File: src/hw/rtl/tdad_pkg.sv
// Shared types, step tables and constants for the table DPCM audio decoder.
// No dependencies; imported by tdad_step and table_dpcm_audio_decoder_top.
package tdad_pkg;

	localparam int SAMPLE_W = 16;
	localparam int CODE_W   = 8;

	// Start values of the accumulator at the head of a resource.
	localparam logic signed [SAMPLE_W-1:0] START_16 = 16'sd0;
	localparam logic signed [SAMPLE_W-1:0] START_8  = 16'sd128;

	// Limits of the two modes.
	localparam logic signed [17:0] SAT_HI = 18'sd32767;
	localparam logic signed [17:0] SAT_LO = -18'sd32768;
	localparam logic signed [16:0] CLAMP_HI = 17'sd255;
	localparam logic signed [16:0] CLAMP_LO = 17'sd0;

	// Step table of the 16-bit mode, indexed by the low seven bits of a code.
	localparam logic [15:0] STEP16 [128] = '{
		16'h0000, 16'h0008, 16'h0010, 16'h0020, 16'h0030, 16'h0040, 16'h0050, 16'h0060,
		16'h0070, 16'h0080, 16'h0090, 16'h00A0, 16'h00B0, 16'h00C0, 16'h00D0, 16'h00E0,
		16'h00F0, 16'h0100, 16'h0110, 16'h0120, 16'h0130, 16'h0140, 16'h0150, 16'h0160,
		16'h0170, 16'h0180, 16'h0190, 16'h01A0, 16'h01B0, 16'h01C0, 16'h01D0, 16'h01E0,
		16'h01F0, 16'h0200, 16'h0208, 16'h0210, 16'h0218, 16'h0220, 16'h0228, 16'h0230,
		16'h0238, 16'h0240, 16'h0248, 16'h0250, 16'h0258, 16'h0260, 16'h0268, 16'h0270,
		16'h0278, 16'h0280, 16'h0288, 16'h0290, 16'h0298, 16'h02A0, 16'h02A8, 16'h02B0,
		16'h02B8, 16'h02C0, 16'h02C8, 16'h02D0, 16'h02D8, 16'h02E0, 16'h02E8, 16'h02F0,
		16'h02F8, 16'h0300, 16'h0308, 16'h0310, 16'h0318, 16'h0320, 16'h0328, 16'h0330,
		16'h0338, 16'h0340, 16'h0348, 16'h0350, 16'h0358, 16'h0360, 16'h0368, 16'h0370,
		16'h0378, 16'h0380, 16'h0388, 16'h0390, 16'h0398, 16'h03A0, 16'h03A8, 16'h03B0,
		16'h03B8, 16'h03C0, 16'h03C8, 16'h03D0, 16'h03D8, 16'h03E0, 16'h03E8, 16'h03F0,
		16'h03F8, 16'h0400, 16'h0440, 16'h0480, 16'h04C0, 16'h0500, 16'h0540, 16'h0580,
		16'h05C0, 16'h0600, 16'h0640, 16'h0680, 16'h06C0, 16'h0700, 16'h0740, 16'h0780,
		16'h07C0, 16'h0800, 16'h0900, 16'h0A00, 16'h0B00, 16'h0C00, 16'h0D00, 16'h0E00,
		16'h0F00, 16'h1000, 16'h1400, 16'h1800, 16'h1C00, 16'h2000, 16'h3000, 16'h4000
	};

	// Step table of the 8-bit nibble mode.
	localparam logic [4:0] STEP8 [8] = '{5'd0, 5'd1, 5'd2, 5'd3, 5'd6, 5'd10, 5'd15, 5'd21};

	// Control handed to the step datapath.
	typedef struct packed {
		logic mode16;   // 1: 16-bit mode
		logic restart;  // accumulator takes the start value first
		logic phase;    // 8-bit mode: 0 high nibble, 1 low nibble
	} step_ctl_t;

	// One result beat.
	typedef struct packed {
		logic signed [SAMPLE_W-1:0] sample;
		logic                       last;
	} step_res_t;

endpackage

File: src/hw/rtl/tdad_step.sv
// Combinational step of the decoder: start value, table look-up, add or
// subtract and saturation. Depends on tdad_pkg.
module tdad_step (
	input  logic signed [tdad_pkg::SAMPLE_W-1:0] acc,
	input  logic [tdad_pkg::CODE_W-1:0]          code_byte,
	input  tdad_pkg::step_ctl_t                  ctl,
	output tdad_pkg::step_res_t                  res
);
	import tdad_pkg::*;

	logic signed [SAMPLE_W-1:0] base;
	logic [15:0]                mag16;
	logic signed [17:0]         sum16;
	logic signed [SAMPLE_W-1:0] sat16;
	logic [3:0]                 nib;
	logic [2:0]                 idx8;
	logic [4:0]                 mag8;
	logic signed [16:0]         sum8;
	logic signed [SAMPLE_W-1:0] clamp8;

	always_comb begin
		base = ctl.restart ? (ctl.mode16 ? START_16 : START_8) : acc;

		// 16-bit mode: signed step from the large table, saturate.
		mag16 = STEP16[code_byte[6:0]];
		if (code_byte[7]) begin
			sum16 = {{2{base[15]}}, base} - $signed({2'b00, mag16});
		end else begin
			sum16 = {{2{base[15]}}, base} + $signed({2'b00, mag16});
		end
		if (sum16 > SAT_HI) begin
			sat16 = SAT_HI[15:0];
		end else if (sum16 < SAT_LO) begin
			sat16 = SAT_LO[15:0];
		end else begin
			sat16 = sum16[15:0];
		end

		// 8-bit mode: a subtract nibble reads the small table in reverse.
		nib  = ctl.phase ? code_byte[3:0] : code_byte[7:4];
		idx8 = nib[3] ? ~nib[2:0] : nib[2:0];
		mag8 = STEP8[idx8];
		if (nib[3]) begin
			sum8 = {base[15], base} - $signed({12'd0, mag8});
		end else begin
			sum8 = {base[15], base} + $signed({12'd0, mag8});
		end
		if (sum8 > CLAMP_HI) begin
			clamp8 = CLAMP_HI[15:0];
		end else if (sum8 < CLAMP_LO) begin
			clamp8 = CLAMP_LO[15:0];
		end else begin
			clamp8 = sum8[15:0];
		end

		res.sample = ctl.mode16 ? sat16 : clamp8;
		res.last   = ctl.mode16 | ctl.phase;
	end

endmodule

File: src/hw/rtl/table_dpcm_audio_decoder_top.sv
// Top level of the table DPCM audio decoder: input register, accumulator,
// output register and configuration register. Depends on tdad_pkg, tdad_step.
//
//  Channel  Direction  Beat                  Payload
//  s_axis   in         one code byte         tdata[7:0] code_byte, tlast end_of_resource
//  m_axis   out        one decoded sample    tdata[15:0] sample, tlast last_of_run
//  cfg      in         mode register write   cfg_data sixteen_bit_mode
//
// In 16-bit mode a byte gives one sample, so bytes flow at one per cycle while the
// output is not stalled. In 8-bit mode a byte stays in the input register until the
// step datapath has given a sample for each nibble, high nibble first, and the next
// byte is taken only as the low nibble's sample is written; the shared step datapath
// and the single output register set that. A byte passes the input register, then the output register.
// Reset clears the valid flags, loads the mode register with 16-bit mode and
// marks the accumulator for a restart. A stall on the output holds the input
// register, and the input side stays ready while that register is free.
module table_dpcm_audio_decoder_top (
	input  logic        clk,
	input  logic        arst_n,
	// Input stream.
	input  logic        s_axis_tvalid,
	output logic        s_axis_tready,
	input  logic [7:0]  s_axis_tdata,   // [7:0] code_byte
	input  logic        s_axis_tlast,   // end_of_resource
	// Output stream.
	output logic        m_axis_tvalid,
	input  logic        m_axis_tready,
	output logic [15:0] m_axis_tdata,   // [15:0] sample (signed)
	output logic        m_axis_tlast,   // last_of_run
	// Configuration write channel.
	input  logic        cfg_valid,
	output logic        cfg_ready,
	input  logic        cfg_data        // sixteen_bit_mode
);
	import tdad_pkg::*;

	// Configuration register.
	logic mode16_q;

	// Input register stage.
	logic              s1_valid_s1;
	logic [CODE_W-1:0] s1_byte_s1;
	logic              s1_eor_s1;
	logic              phase_q;

	// Accumulator and restart flag.
	logic signed [SAMPLE_W-1:0] acc_q;
	logic                       restart_q;

	// Output register.
	logic                       out_valid_q;
	logic signed [SAMPLE_W-1:0] out_sample_q;
	logic                       out_last_q;

	step_ctl_t ctl;
	step_res_t res;
	logic      out_load;   // a step result is written to the output register
	logic      s1_done;    // the final sample of the held byte is written to the output register this cycle
	logic      s_accept;

	assign cfg_ready = 1'b1;

	always_ff @(posedge clk or negedge arst_n) begin
		if (!arst_n) begin
			mode16_q <= 1'b1;
		end else if (cfg_valid && cfg_ready) begin
			mode16_q <= cfg_data;
		end
	end

	// The datapath runs whenever a byte is held and the output register is
	// free or being emptied.
	assign out_load      = s1_valid_s1 && (!out_valid_q || m_axis_tready);
	assign s1_done       = out_load && res.last;
	assign s_axis_tready = !s1_valid_s1 || s1_done;
	assign s_accept      = s_axis_tvalid && s_axis_tready;

	assign ctl.mode16  = mode16_q;
	assign ctl.restart = restart_q;
	assign ctl.phase   = phase_q;

	tdad_step u_step (
		.acc       (acc_q),
		.code_byte (s1_byte_s1),
		.ctl       (ctl),
		.res       (res)
	);

	always_ff @(posedge clk or negedge arst_n) begin
		if (!arst_n) begin
			s1_valid_s1 <= 1'b0;
			phase_q     <= 1'b0;
			restart_q   <= 1'b1;
			out_valid_q <= 1'b0;
		end else begin
			if (s_accept) begin
				s1_valid_s1 <= 1'b1;
			end else if (s1_done) begin
				s1_valid_s1 <= 1'b0;
			end

			if (out_load) begin
				// The high nibble moves the phase on; the final sample clears it.
				phase_q   <= !res.last;
				restart_q <= res.last && s1_eor_s1;
			end

			if (out_load) begin
				out_valid_q <= 1'b1;
			end else if (m_axis_tready) begin
				out_valid_q <= 1'b0;
			end
		end
	end

	// Payload registers carry no reset.
	always_ff @(posedge clk) begin
		if (s_accept) begin
			s1_byte_s1 <= s_axis_tdata;
			s1_eor_s1  <= s_axis_tlast;
		end
		if (out_load) begin
			acc_q        <= res.sample;
			out_sample_q <= res.sample;
			out_last_q   <= res.last;
		end
	end

	assign m_axis_tvalid = out_valid_q;
	assign m_axis_tdata  = out_sample_q;
	assign m_axis_tlast  = out_last_q;

	// A high-nibble sample on the output means its byte still waits in the
	// input register for the low nibble.
	a_first_nibble_holds_byte: assert property (@(posedge clk) disable iff (!arst_n)
		out_valid_q && !out_last_q |-> s1_valid_s1 && phase_q)
		else $error("high-nibble sample shown without its byte held");

	// The phase only ever points at a held byte.
	a_phase_needs_byte: assert property (@(posedge clk) disable iff (!arst_n)
		phase_q |-> s1_valid_s1)
		else $error("nibble phase set with an empty input register");

	// Finishing the last byte of a resource arms the restart.
	a_restart_after_eor: assert property (@(posedge clk) disable iff (!arst_n)
		s1_done && s1_eor_s1 |=> restart_q)
		else $error("restart not armed after end of resource");

	// A byte is never accepted while the held one still has a sample to give.
	a_no_overrun: assert property (@(posedge clk) disable iff (!arst_n)
		s1_valid_s1 && !s1_done |-> !s_axis_tready)
		else $error("input accepted over a byte still in work");

endmodule

File: config.mk
export PLATFORM = sky130hd
export DESIGN_NAME = table_dpcm_audio_decoder_top
export DESIGN_NICKNAME = d
export VERILOG_FILES = /design/src/hw/rtl/tdad_pkg.sv /design/src/hw/rtl/tdad_step.sv /design/src/hw/rtl/table_dpcm_audio_decoder_top.sv
export SDC_FILE = /design/constraint.sdc
export NUM_CORES = 1
export LEC_CHECK = 0
export BUFFER_PORTS_ARGS = -buffer_cell sky130_fd_sc_hd__buf_2
export CORE_MARGIN = 1.5
export CORE_UTILIZATION = 50
export CTS_BUF_LIST = sky130_fd_sc_hd__clkbuf_4
export DETAILED_ROUTE_END_ITERATION = 10
export GPL_ROUTABILITY_DRIVEN = 0
export PLACE_DENSITY = 0.8
export SLEW_MARGIN = 20
export SYNTH_ARGS = -nofsm -noshare
export SYNTH_HDL_FRONTEND = slang
export SYNTH_SLANG_ARGS = --single-unit
File: constraint.sdc
create_clock -name clk -period 6 [get_ports clk]
set_input_delay 0 -clock clk [delete_from_list [all_inputs] [get_ports clk]]
set_output_delay 0 -clock clk [all_outputs]
set_load 0.02 [all_outputs]
==> flow_summary.toml <==
[finish]
final_cell_mix = "nor2_1, ha_1, buf_2"
fin_area_sq_um = 4570
area_growth_pct = 10.2
fill_cells = 702
drive_above_1_share = 0.160
fin_cells = 631
post-route-util = 0.562
mostFrequentLayoutCell = "nor2_1"
antennaDiodeCount = 0
fin_nets = 582

[worst_setup_path]
critPathKind = "reg2reg"
crit_fanout = 13
worst_path_max_delay_cell = "or4b_1"
path_delay_family = "compound AO/OA/AOI/OAI gates"
cpMostUsedCell = "ha_1"
worstPathCellList = "mux2i_1, buf_4, xor2_1, ha_1, nand2b_1, o21ai_0, ha_1, o21a_1, ha_1, nand2b_1, ha_1, a21o_1, a21oi_2, nand4_1, a32oi_1, a32oi_1, or4b_1, a2111oi_0, o22ai_1"
cpPeakStageDelay_ns = 0.63
required_ns = 6.09
cp-end-kind = "flop"
path_buf_inv = 1
cp-start-kind = "flop"
arrival_ns = 5.70

[place]
place_area_sq_um = 4360
dp_cells = 608
dp_hpwl_mm = 8.07
io_buffers = 33

[yosys]
synthFlopType = "edfxtp_1"
synth-xor-area-share = 0.0781
synth-simple-area-share = 0.244
syn_area_sq_um = 4150
synth_cells = 486
yosys-mux-area-fraction = 0.0196
synth_edf_count = 26
synth_compound_area_frac = 0.253
yosysWarnings = 0
synthAdderAreaFrac = 0.131
synth_top_family_by_area = "compound AO/OA/AOI/OAI gates"
synth-seq-area-share = 0.219
ys_seq_elements = 31
syn_nets = 543
synth.distinct_cells = 92
avgSynthCellArea_sq_um = 8.54
async_flop_share = 0.161

[drt]
antenna_left = 0
wl_per_cell_um = 16.8
drt-total-wl_mm = 10.6
drt_first_pass_iters = 5
viasPerCell = 6.24
drt_iter0_markers = 217
route.detailed.drc = 0
vias = 3937

[sta]
setup_viol = 0
drv_slew = 0
period_share = 0.935
max_slew_margin = 0.465
final.setup.tns_ns = 0
max_freq_ghz = 0.178
tightest_slew_ns = 0.795
fin_skew_ns = 0.00636
finalHoldViolCount = 0
finalCriticalPeriod_ns = 5.61
holdWs_ns = 0.154
rsz0062_at_grt = "false"

[clock_network]
postCtsResizedCells = 0
clkSinkCount = 31
cts_tree = "done"
clock_path_buffers = 2
path_clk_slew_ns = 0.12
ctsHoldBuffers = 15
htree_levels = 2
clk_latency_ns = 0.34
numCtsBuffers = 5
post_cts_buffers = 0
cts_root_buf = "clkbuf_4"

[floorplanning]
ioPinCount = 35
die_w_um = 94.1
core-area_sq_um = 8130
initial_core_util = 0.510
dieHeight_um = 94.1
dieArea_sq_um = 8860
rows = 33

[flow_run]
max_cap_viol_count = 0

[global_route]
grt_max_degree = 20
grt_pass1_vias = 3687
grt_pass1_wl_mm = 17.0
grtUsageTotal = 0.243
grt_overflow = 0
antenna_found_initial = 0

[run_status]
status = "complete, no violations"

[min_path]
hp-class = "in2async"

[power_and_ir_drop]
power_density_nw_per_um2 = 634
leakagePower_uw = 0.00192
max-vdd-ir-drop_uv = 227
area by class of cell:
cell class | count | area (sq um) | area share
multi-input cells | 408 | 3020 | 0.661
flip-flops and latches | 31 | 908 | 0.199
repair buffers | 54 | 360 | 0.0788
well taps | 105 | 131 | 0.0287
inverters | 25 | 93.8 | 0.0205
clock buffers | 6 | 45.0 | 0.00985
clock inverters | 2 | 12.5 | 0.00274
stage by stage:
stage	power, uW	setup WS [ns]
after floorplan	2230	0.541
after global placement	2610	0.783
after detailed placement	2690	0.543
after CTS	2850	0.520
after global routing	3140	0.116
final	2900	0.388
cells by family after synthesis:
logic type               after synthesis
other                                  1
multiplexers                           8
AND/OR/NAND/NOR                      179
AO/OA/AOI/OAI                        140
flip-flops                            31
XOR/XNOR                              37
buffers and inverters                 47
adder cells (fa/ha/maj)               43
cells in the mapped netlist (5+ instances only):
cell        n  area [sq um]
ha_1       41           513
inv_1      24          90.1
and2_1      8          50.1
a31oi_1     7          43.8
or2_2       6          37.5
o21ai_0    17          85.1
nand2b_1   15          93.8
o2111ai_1   7          61.3
a221o_1     6          60.1
clkbuf_1    5          18.8
nand2_1    27           101
xnor2_1    20           175
buf_2       9          45.0
nor2_1     43           161
nor3_1     10          50.1
and3_1      6          37.5
o211ai_1    6          45.0
nand3_1     9          45.0
a21oi_1    23           115
a21o_1     10          75.1
a31o_2      8          70.1
nor2b_1    16           100
mux2i_1     7          70.1
xor2_1     17           149
edfxtp_1   26           781
registers in the layout, indices dropped and copies added (netlist names):
register,flops
phase_q,1
s1_eor_s1,1
m_axis_tvalid,1
m_axis_tlast,1
m_axis_tdata,16
s1_valid_s1,1
restart_q,1
s1_byte_s1,8
mode16_q,1
path summary, 6_finish.rpt:
kind / startpoint / end / slack, ns / cells past startpoint
worst max register to register: phase_q / m_axis_tdata[5] / 0.39 / 19
worst min-delay path: arst_n / mode16_q / 0.15 / 2
worst max-delay path: phase_q / m_axis_tdata[5] / 0.39 / 19
worst min register to register: s1_eor_s1 / restart_q / 0.51 / 2
max in group asynchronous: arst_n / s1_valid_s1 / 5.25 / 3
min in group clk: s_axis_tdata[5] / s1_byte_s1[5] / 0.36 / 2
power breakdown:
group | total, uW | internal, uW | switching [uW]
sequential | 422 | 353 | 68.5
combinational | 2340 | 974 | 1360
clock | 138 | 49.8 | 88.2
total | 2900 | 1380 | 1520
per-layer routing:
layer	GRT usage	up-vias	wire (um)	share of wire
li1	-	1906	-	-
met1	0.309	1834	4480	0.42
met2	0.411	170	5030	0.48
met3	0.0421	27	794	0.075
met4	0.0846	0	272	0.026
met5	0	-	0	0
(Power assumes the default switching activity.)
